**src/rtl/pesc_pkg.sv**
```systemverilog
// Shared constants for the polygon edge scan converter.
// No dependencies; imported by pesc_div and polygon_edge_scan_converter.
package pesc_pkg;

  // Coordinate width default (range 8..32).
  localparam int unsigned COORD_BITS_DEF = 16;

  // Row limit register.
  localparam int unsigned ROW_LIMIT_W   = 15;
  localparam logic [ROW_LIMIT_W-1:0] ROW_LIMIT_RST = 15'd480;

  // APB port geometry: one 32-bit register at byte address 0.
  localparam int unsigned APB_ADDR_W = 3;
  localparam int unsigned APB_DATA_W = 32;
  localparam int unsigned REG_IDX_W  = APB_ADDR_W - 2;
  localparam logic [REG_IDX_W-1:0] REG_ROW_LIMIT = 1'b0;

  // Input item kinds.
  localparam logic MODE_START = 1'b0;
  localparam logic MODE_STEP  = 1'b1;

endpackage

```
**src/rtl/polygon_edge_scan_converter.sv**
```systemverilog
// Polygon edge scan converter: incremental DDA walk of one edge per row.
// Depends on pesc_pkg and pesc_div.
//
//  Channel  | Handshake                  | Payload
//  ---------+----------------------------+------------------------------------
//  input    | in_valid_i / in_ready_o    | mode_i, x_start_i, y_start_i,
//           |                            | x_end_i, y_end_i
//  output   | out_valid_o / out_ready_i  | valid_res_o, row_o, x_pos_o, last_o
//  config   | APB psel/penable/pwrite    | paddr, pwdata, prdata (row_limit)
//
// A step transaction is accepted, then emitted into the output register once
// that is free. A start transaction first waits in ST_DIV, where the radix-2
// divider that forms |dx|/|dy| produces one quotient bit per cycle.
// in_ready_o is high only while the sequencer is idle; the output register
// lets the next transaction be accepted while the previous result waits.
// Reset (rst_ni low, asynchronous) clears the sequencer, the active flag and
// the output valid, and loads row_limit with 480.
module polygon_edge_scan_converter import pesc_pkg::*; #(
  parameter int unsigned COORD_BITS = COORD_BITS_DEF
) (
  input  logic                  clk_i,
  input  logic                  rst_ni,
  // input channel
  input  logic                  in_valid_i,
  output logic                  in_ready_o,
  input  logic                  mode_i,
  input  logic [COORD_BITS-1:0] x_start_i,
  input  logic [COORD_BITS-1:0] y_start_i,
  input  logic [COORD_BITS-1:0] x_end_i,
  input  logic [COORD_BITS-1:0] y_end_i,
  // output channel
  output logic                  out_valid_o,
  input  logic                  out_ready_i,
  output logic                  valid_res_o,
  output logic [COORD_BITS-1:0] row_o,
  output logic [COORD_BITS-1:0] x_pos_o,
  output logic                  last_o,
  // configuration port
  input  logic                  psel,
  input  logic                  penable,
  input  logic                  pwrite,
  input  logic [APB_ADDR_W-1:0] paddr,
  input  logic [APB_DATA_W-1:0] pwdata,
  output logic [APB_DATA_W-1:0] prdata,
  output logic                  pready
);

  localparam int unsigned W  = COORD_BITS;
  localparam int unsigned EW = COORD_BITS + 2;   // error term headroom

  // sequencer states
  localparam logic [1:0] ST_IDLE = 2'd0;
  localparam logic [1:0] ST_DIV  = 2'd1;
  localparam logic [1:0] ST_EMIT = 2'd2;

  logic [1:0] state_q, state_d;

  // ---------------------------------------------------------------------------
  // Configuration
  // ---------------------------------------------------------------------------
  logic [ROW_LIMIT_W-1:0] row_limit_q;
  logic [REG_IDX_W-1:0]   reg_idx;
  logic                   cfg_wr;

  assign pready  = 1'b1;
  assign reg_idx = paddr[APB_ADDR_W-1:2];
  assign cfg_wr  = psel && penable && pwrite && pready && (reg_idx == REG_ROW_LIMIT);
  assign prdata  = (reg_idx == REG_ROW_LIMIT) ?
                   {{(APB_DATA_W-ROW_LIMIT_W){1'b0}}, row_limit_q} : '0;

  always_ff @(posedge clk_i or negedge rst_ni) begin
    if (!rst_ni) begin
      row_limit_q <= ROW_LIMIT_RST;
    end else if (cfg_wr) begin
      row_limit_q <= pwdata[ROW_LIMIT_W-1:0];
    end
  end

  // ---------------------------------------------------------------------------
  // Edge state
  // ---------------------------------------------------------------------------
  logic         active_q;
  logic [W-1:0] cur_row_q, end_row_q, cur_x_q, err_q;
  logic [W-1:0] whole_q, big_q, frac_q, dy_q;
  logic         neg_q;

  logic in_fire, start_fire, emit_fire;
  assign in_ready_o = (state_q == ST_IDLE);
  assign in_fire    = in_valid_i && in_ready_o;
  assign start_fire = in_fire && (mode_i == MODE_START);

  // Edge set-up: differences, swap so rows increase, magnitudes, end clamp.
  logic [W-1:0]    dx_raw, dy_raw, dx_sw, dy_mag, dx_abs;
  logic [W-1:0]    xs_sw, ys_sw, ye_sw, end_row_d;
  logic            swap, dx_neg, ye_lt_lim;
  logic [W+15:0]   lim_ext;

  assign dx_raw  = x_end_i - x_start_i;
  assign dy_raw  = y_end_i - y_start_i;
  assign swap    = dy_raw[W-1];
  assign dx_sw   = swap ? (W'(0) - dx_raw) : dx_raw;
  assign dy_mag  = swap ? (W'(0) - dy_raw) : dy_raw;   // up to 2^(W-1), unsigned
  assign xs_sw   = swap ? x_end_i   : x_start_i;
  assign ys_sw   = swap ? y_end_i   : y_start_i;
  assign ye_sw   = swap ? y_start_i : y_end_i;
  assign dx_neg  = dx_sw[W-1];
  assign dx_abs  = dx_neg ? (W'(0) - dx_sw) : dx_sw;

  assign lim_ext   = {{(W+1){1'b0}}, row_limit_q};
  assign ye_lt_lim = $signed({{16{ye_sw[W-1]}}, ye_sw}) < $signed(lim_ext);
  assign end_row_d = ye_lt_lim ? ye_sw : lim_ext[W-1:0];

  // Divider: |dx| / |dy|
  logic         div_done;
  logic [W-1:0] div_quot, div_rem;
  logic [W-1:0] k_val, big_val, sgn_val;

  pesc_div #(
    .COORD_BITS (COORD_BITS)
  ) u_div (
    .clk_i      (clk_i),
    .rst_ni     (rst_ni),
    .start_i    (start_fire),
    .dividend_i (dx_abs),
    .divisor_i  (dy_mag),
    .done_o     (div_done),
    .quot_o     (div_quot),
    .rem_o      (div_rem)
  );

  // horizontal edge: quotient is ignored, k and remainder are zero
  assign sgn_val = neg_q ? '1 : W'(1);
  assign k_val   = (dy_q == '0) ? '0 : (neg_q ? (W'(0) - div_quot) : div_quot);
  assign big_val = k_val + sgn_val;

  // Emit step: one DDA advance
  logic          fin;
  logic [EW-1:0] e_sum, e_new;
  logic          e_pos;

  assign fin   = !($signed(cur_row_q) < $signed(end_row_q));
  assign e_sum = {{2{err_q[W-1]}}, err_q} + {2'b00, frac_q};
  assign e_pos = !e_sum[EW-1] && (e_sum != '0);
  assign e_new = e_pos ? (e_sum - {2'b00, dy_q}) : e_sum;

  assign emit_fire = (state_q == ST_EMIT) && (!out_valid_o || out_ready_i);

  // ---------------------------------------------------------------------------
  // Sequencer
  // ---------------------------------------------------------------------------
  always_comb begin
    state_d = state_q;
    case (state_q)
      ST_IDLE: begin
        if (in_fire) begin
          state_d = (mode_i == MODE_START) ? ST_DIV : ST_EMIT;
        end
      end
      ST_DIV: begin
        if (div_done) begin
          state_d = ST_EMIT;
        end
      end
      ST_EMIT: begin
        if (emit_fire) begin
          state_d = ST_IDLE;
        end
      end
      default: state_d = ST_IDLE;
    endcase
  end

  always_ff @(posedge clk_i or negedge rst_ni) begin
    if (!rst_ni) begin
      state_q  <= ST_IDLE;
      active_q <= 1'b0;
    end else begin
      state_q <= state_d;
      if (start_fire) begin
        active_q <= 1'b1;
      end else if (emit_fire && active_q && fin) begin
        active_q <= 1'b0;
      end
    end
  end

  always_ff @(posedge clk_i) begin
    if (start_fire) begin
      cur_row_q <= ys_sw;
      cur_x_q   <= xs_sw;
      end_row_q <= end_row_d;
      dy_q      <= dy_mag;
      neg_q     <= dx_neg;
      err_q     <= '0;
    end else if (emit_fire && active_q && !fin) begin
      cur_x_q   <= cur_x_q + (e_pos ? big_q : whole_q);
      err_q     <= e_new[W-1:0];
      cur_row_q <= cur_row_q + W'(1);
    end
    if ((state_q == ST_DIV) && div_done) begin
      whole_q <= k_val;
      big_q   <= big_val;
      frac_q  <= (dy_q == '0) ? '0 : div_rem;
    end
  end

  // ---------------------------------------------------------------------------
  // Output register
  // ---------------------------------------------------------------------------
  logic         out_valid_q;
  logic         res_q, last_q;
  logic [W-1:0] row_q, xpos_q;

  always_ff @(posedge clk_i or negedge rst_ni) begin
    if (!rst_ni) begin
      out_valid_q <= 1'b0;
    end else if (emit_fire) begin
      out_valid_q <= 1'b1;
    end else if (out_ready_i) begin
      out_valid_q <= 1'b0;
    end
  end

  // idle step (no active edge) returns an all-zero result
  always_ff @(posedge clk_i) begin
    if (emit_fire) begin
      res_q  <= active_q;
      row_q  <= active_q ? cur_row_q : '0;
      xpos_q <= active_q ? cur_x_q   : '0;
      last_q <= active_q && fin;
    end
  end

  assign out_valid_o = out_valid_q;
  assign valid_res_o = res_q;
  assign row_o       = row_q;
  assign x_pos_o     = xpos_q;
  assign last_o      = last_q;

endmodule

```
**src/rtl/pesc_div.sv**
```systemverilog
// Restoring unsigned divider, one quotient bit per cycle.
// Depends on pesc_pkg.
module pesc_div import pesc_pkg::*; #(
  parameter int unsigned COORD_BITS = COORD_BITS_DEF
) (
  input  logic                  clk_i,
  input  logic                  rst_ni,
  input  logic                  start_i,
  input  logic [COORD_BITS-1:0] dividend_i,
  input  logic [COORD_BITS-1:0] divisor_i,
  output logic                  done_o,
  output logic [COORD_BITS-1:0] quot_o,
  output logic [COORD_BITS-1:0] rem_o
);

  localparam int unsigned CNT_W = $clog2(COORD_BITS);

  logic                  busy_q, busy_d;
  logic [CNT_W-1:0]      cnt_q, cnt_d;
  logic [COORD_BITS-1:0] rem_q, quo_q, dvs_q;
  logic [COORD_BITS:0]   rem_sh, rem_sub;
  logic                  ge, last;

  // one shift / compare / subtract step
  assign rem_sh  = {rem_q, quo_q[COORD_BITS-1]};
  assign ge      = rem_sh >= {1'b0, dvs_q};
  assign rem_sub = ge ? (rem_sh - {1'b0, dvs_q}) : rem_sh;
  assign last    = (cnt_q == CNT_W'(COORD_BITS - 1));

  assign done_o = busy_q && last;
  assign quot_o = {quo_q[COORD_BITS-2:0], ge};
  assign rem_o  = rem_sub[COORD_BITS-1:0];

  always_comb begin
    busy_d = busy_q;
    cnt_d  = cnt_q;
    if (start_i) begin
      busy_d = 1'b1;
      cnt_d  = '0;
    end else if (busy_q) begin
      cnt_d = cnt_q + CNT_W'(1);
      if (last) begin
        busy_d = 1'b0;
      end
    end
  end

  always_ff @(posedge clk_i or negedge rst_ni) begin
    if (!rst_ni) begin
      busy_q <= 1'b0;
      cnt_q  <= '0;
    end else begin
      busy_q <= busy_d;
      cnt_q  <= cnt_d;
    end
  end

  always_ff @(posedge clk_i) begin
    if (start_i) begin
      rem_q <= '0;
      quo_q <= dividend_i;
      dvs_q <= divisor_i;
    end else if (busy_q) begin
      rem_q <= rem_sub[COORD_BITS-1:0];
      quo_q <= quot_o;
    end
  end

endmodule
```
**config.mk**
```make
export PLATFORM = sky130hd
export DESIGN_NAME = polygon_edge_scan_converter
export DESIGN_NICKNAME = d
export VERILOG_FILES = /design/src/rtl/pesc_pkg.sv /design/src/rtl/polygon_edge_scan_converter.sv /design/src/rtl/pesc_div.sv
export SDC_FILE = /design/constraint.sdc
export NUM_CORES = 1
export LEC_CHECK = 0
export BUFFER_PORTS_ARGS = -buffer_cell sky130_fd_sc_hd__buf_4
export CAP_MARGIN = 20
export CORE_MARGIN = 3
export CORE_UTILIZATION = 50
export DETAILED_ROUTE_END_ITERATION = 16
export PLACE_DENSITY_LB_ADDON = 0.1
export SLEW_MARGIN = 10
export SYNTH_ARGS = -nofsm -noshare
export SYNTH_HDL_FRONTEND = slang
export SYNTH_HIERARCHICAL = 1
export SYNTH_SLANG_ARGS = --single-unit
```
**constraint.sdc**
```tcl
create_clock -name clk_i -period 9 [get_ports clk_i]
set_clock_uncertainty 0.1 [all_clocks]
set_input_delay 1.8 -clock clk_i [delete_from_list [all_inputs] [get_ports clk_i]]
set_output_delay 1.8 -clock clk_i [all_outputs]
set_load 0.01 [all_outputs]
```
==> summary.md <==
| Metric | Value |
|---|---|
| Data required time at the worst endpoint | `9180 ps` |
| Vias after detailed routing | `roughly 14000` |
| Effective utilization at floorplan | `51.24%` |
| Routed length per instance | `18.88 µm` |
| Endpoint arrival time on the critical path | `8100 ps` |
| Buffers from clock root to sink, at most | `3` |
| Transition time of the tightest slew-check pin | `1043 ps` |
| Site Rows | `68` |
| Share of cell area taken by muxes after synthesis | `6.146%` |
| Nets | `roughly 2300` |
| Total stage count of the critical path | `22` |
| Critical path endpoint category | `register` |
| Via count of the first global-routing pass | `13760` |
| Core Area | `34880 µm²` |
| Final Non-Filler Cells | `2495` |
| Fraction of power spent switching nets | `40.07%` |
| Worst Path Buf+Inv | `0` |
| Max-Slew Margin vs Limit | `between 30% and 40%` |
| Cell taking the most area after synthesis | `edfxtp_1` |
| Max-slew violation count | `0` |
| Die Span Y | `195.1 µm` |
| Largest stage delay on the critical path | `620 ps` |
| DRT Wirelength | `around 47 mm` |
| H-Tree Depth | `1` |
| Resize count post-CTS | `0` |
| Drt via density | `5.770` |
| Top_reg_cell synth | `edfxtp_1` |
| Die span in x | `between 150 and 200 µm` |
| CP Cell Sequence | `ha_1, fa_1, a211oi_1, o21ai_0, a2111oi_0, o21a_1, o21bai_1, or4b_1, a2111oi_0, o31a_2, mux2_2, ha_1, a21oi_1, o21ai_0, o41a_1, a41o_1, o311ai_0, a211oi_1, nor3b_1, nor3_1, mux2i_1, o2111ai_1` |
| Number of iterations in the first detailed-routing pass | `5` |
| Overall fraction of global-route tracks in use | `24.10%` |
| # DRC | `0` |
| Worst vdd rail ir drop | `0.2153 mV` |
| Number of buffers inserted by port buffering | `138` |
| Tcrit/Tclk final | `87.96%` |
| Instance count after placement with tap cells included | `2443` |
| Capturing instance or port of the critical path | `cur_x_q[15]` |
| Leading post-synthesis cells by cell area | `edfxtp_1 30%, ha_1 10%, xnor2_1 4.4%` |
| Run status | `completed` |
| Cell with the largest stage delay on the worst path | `a2111oi_0` |
| Synthesized-area fraction occupied by xor and xnor cells | `6.958%` |
| Simple-gate share of the synthesized area | `16.14%` |
| Quantity of hold-fixing buffers added after cts | `0` |
| Yosys warning count | `6` |
| Cell Pwr Density | `320.7 nW/µm²` |
| Clock-pin slew reported for the worst setup and hold paths after clock tree synthesis | `60 ps` |
| Setup slack of the worst register-to-register path | `1080 ps` |
| Average instance area after synthesis | `9.329 µm²` |
| Leakage | `around 8.5 nW` |
| Fin Setup TNS | `0 ps` |
| Highest attainable clock frequency | `between 100 and 150 MHz` |
| Fraction of the mapped netlist area in adder cells | `10.86%` |
| Number of enable flip-flop cells after synthesis | `179` |
| Clk_lat worst skew | `roughly 550 ps` |
| Unique masters post-synth | `89` |
| Wire length of the first global-routing pass | `74.33 mm` |
| Maximum fanout count along the critical path | `16` |
| Remaining antenna violation count | `0` |
| Post-synthesis compound-gate area fraction | `16.62%` |
| Number of cell instances on the worst register-to-register path | `22` |
| RSZ-0062 raised after global routing | `false` |
| Top cell type's share of synthesized area | `30.07%` |
| Part of the power in combinational logic | `between 50% and 60%` |
| CTS tree | `done` |
| Ratio of cells with drive above 1 in the final layout | `15.15%` |
| Mapped Cells | `1916` |
| Type of the worst setup path | `register to register` |
| Number of max-cap violations | `0` |
| RePlAce Congestion | `0.9396` |
| Synthesis-stage register bit count | `235` |
| Hpwl dp | `35.93 mm` |
| Capture instance of the worst register-to-register path | `cur_x_q[15]` |
| Family with the most delay on the worst path | `compound AO/OA/AOI/OAI gates` |
| Internal power | `3.872 mW` |
| Clk network pwr share | `between 10% and 20%` |
| Setup Buffers After CTS | `0` |
| Dominant combinational cell family by area after synthesis | `compound AO/OA/AOI/OAI gates` |
| Clock root buffer | `clkbuf_16` |
| Startpoint type of the worst setup path | `register` |
| Post-synthesis to final-layout area growth | `12.71%` |
| Die area | `about 38000 µm²` |
| Top-Level Pins | `176` |
| Violation count after the first detailed-routing iteration | `996` |
| Initial antenna violation count | `1` |
| Post-layout min period | `slightly below 8000 ps` |
| Hold Violations, Final | `0` |
| Sink count of the clock tree | `235` |
| Net switching component of the power | `between 2 and 3 mW` |
| Flop pwr share | `27.5%` |
| Type of the most critical hold path | `register to register` |
| Post-synth design cell area | `17870 µm²` |
| Sequential-to-total area share from yosys stat | `37.04%` |
| Number of CTS-inserted buffers | `28` |
| Critical path startpoint | `frac_q[0]` |
| Largest net degree at the start of global routing | `131` |
| Number of failing setup endpoints in the final timing report | `0` |
| Post-synth ARST share | `10.21%` |
| Leftover overflow at the end of global routing | `0` |
| Number of diodes | `0` |
| Worst R2R Start | `frac_q[0]` |
==> logic make-up (layout without fill, tap and decap cells) <==
family | after synthesis | after routing
simple gates | 602 | 602
compound gates | 441 | 441
buf+inv | 245 | 353
flops | 235 | 235
fa+ha+maj | 151 | 151
xor+xnor | 142 | 142
mux | 98 | 98
other cells | 2 | 18
==> final cells by class <==
cell class / instances / area (µm²)
multi-input combinational: 1452 / 10240
timing repair buffer: 151 / 1146
inverter: 150 / 570.5
fill: 3122 / 14740
sequential: 235 / 6621
clock buffer: 39 / 823.3
clock inverter: 13 / 173.9
tap: 455 / 569.3
==> cell usage in the layout, fill, tap and decap left out, types with 7 or more instances in the layout <==
cell type,instances
a211oi_1,32
ha_1,144
nor3_1,40
buf_4,150
nand2b_1,17
mux2i_1,25
a211o_1,7
dfrtp_1,20
nand3_1,38
xor2_1,52
xnor2_1,89
inv_1,148
a31oi_1,38
or3_1,14
a311oi_1,7
mux2_2,66
o31ai_1,14
edfxtp_1,179
mux2_4,7
fa_1,7
nor2_1,161
dfxtp_1,32
and2_1,55
conb_1,18
o21a_1,27
o211ai_1,15
nand4_1,17
a21o_1,41
nor4_1,14
a21oi_1,97
nor2b_1,18
o21ai_0,80
nand2_1,171
or2_2,14
and3_1,12
clkbuf_16,29
==> how the worst min path moves through the flow <==
stage / from / to / slack [ps] / cells after the start
floorplan: err_q[0] / err_q[0] / 340 / 2
global placement: err_q[0] / err_q[0] / 360 / 2
detailed placement: err_q[0] / err_q[0] / 370 / 2
CTS: err_q[0] / err_q[0] / 380 / 2
global route: err_q[0] / err_q[0] / 390 / 2
finish: err_q[0] / err_q[0] / 380 / 2
==> worst reg2reg max path, delay by kind of cell, from the launching register on <==
kind                       cells  cell delay (ps)
adders and majority gates      3              980
DFF                            1              390
muxes                          2              610
and+or+nand+nor                3             1070
AOI/OAI and AO/OA             14             4500
==> routing by layer <==
metal | GRT usage [%] | wire length (µm)
met1 | 32.72 | 20820
met2 | 40.10 | 21940
met3 | 3.554 | 2766
met5 | 0 | 9
met4 | 7.341 | 1572
==> power by group through the flow <==
stage	Clock [mW]	Sequential, mW	Combinational [mW]
2_1_floorplan	0	1.72	2.78
3_3_place_gp	0	1.79	3.36
3_5_place_dp	0	1.79	3.45
4_1_cts	1.24	1.77	3.47
5_1_grt	1.28	1.80	3.89
6_report	1.21	1.77	3.47
==> cells in the mapped netlist, types with 5 or more instances <==
| cell | count |
|---|---|
| edfxtp_1 | 179 |
| nand2_1 | 172 |
| nor2_1 | 163 |
| inv_1 | 148 |
| ha_1 | 144 |
| a21oi_1 | 97 |
| xnor2_1 | 90 |
| o21ai_0 | 80 |
| mux2_2 | 66 |
| and2_1 | 55 |
| xor2_1 | 52 |
| clkbuf_1 | 47 |
| a21o_1 | 41 |
| nor3_1 | 40 |
| a31oi_1 | 38 |
| nand3_1 | 38 |
| buf_4 | 35 |
| a211oi_1 | 32 |
| dfxtp_1 | 32 |
| o21a_1 | 27 |
| mux2i_1 | 25 |
| dfrtp_1 | 20 |
| nor2b_1 | 19 |
| nand2b_1 | 17 |
| nand4_1 | 17 |
| o211ai_1 | 15 |
| nor4_1 | 14 |
| o31ai_1 | 14 |
| or2_2 | 14 |
| or3_1 | 14 |
| and3_1 | 12 |
| a211o_1 | 7 |
| a311oi_1 | 7 |
| fa_1 | 7 |
| mux2_4 | 7 |
| buf_1 | 6 |
| o21bai_1 | 6 |
| a21boi_0 | 5 |
| nand3b_1 | 5 |
| nor3b_1 | 5 |
| o221ai_1 | 5 |
| o22ai_1 | 5 |
| o31a_1 | 5 |
| o41ai_1 | 5 |
==> per-stage QoR <==
step	setup slack (ps)	cell area (µm²)	hold WS (ps)	util, %	power [mW]
4_1_cts	1139	20140	376.9	57.73	6.477
2_1_floorplan	2403	17930	342.3	-	4.497
6_report	1083	20150	376.3	57.75	6.461
3_3_place_gp	1382	19140	355.2	54.87	5.146
3_5_place_dp	1188	19140	368.4	54.87	5.241
5_1_grt	519.5	20150	387.4	57.75	6.969
(Power assumes the default switching activity.)
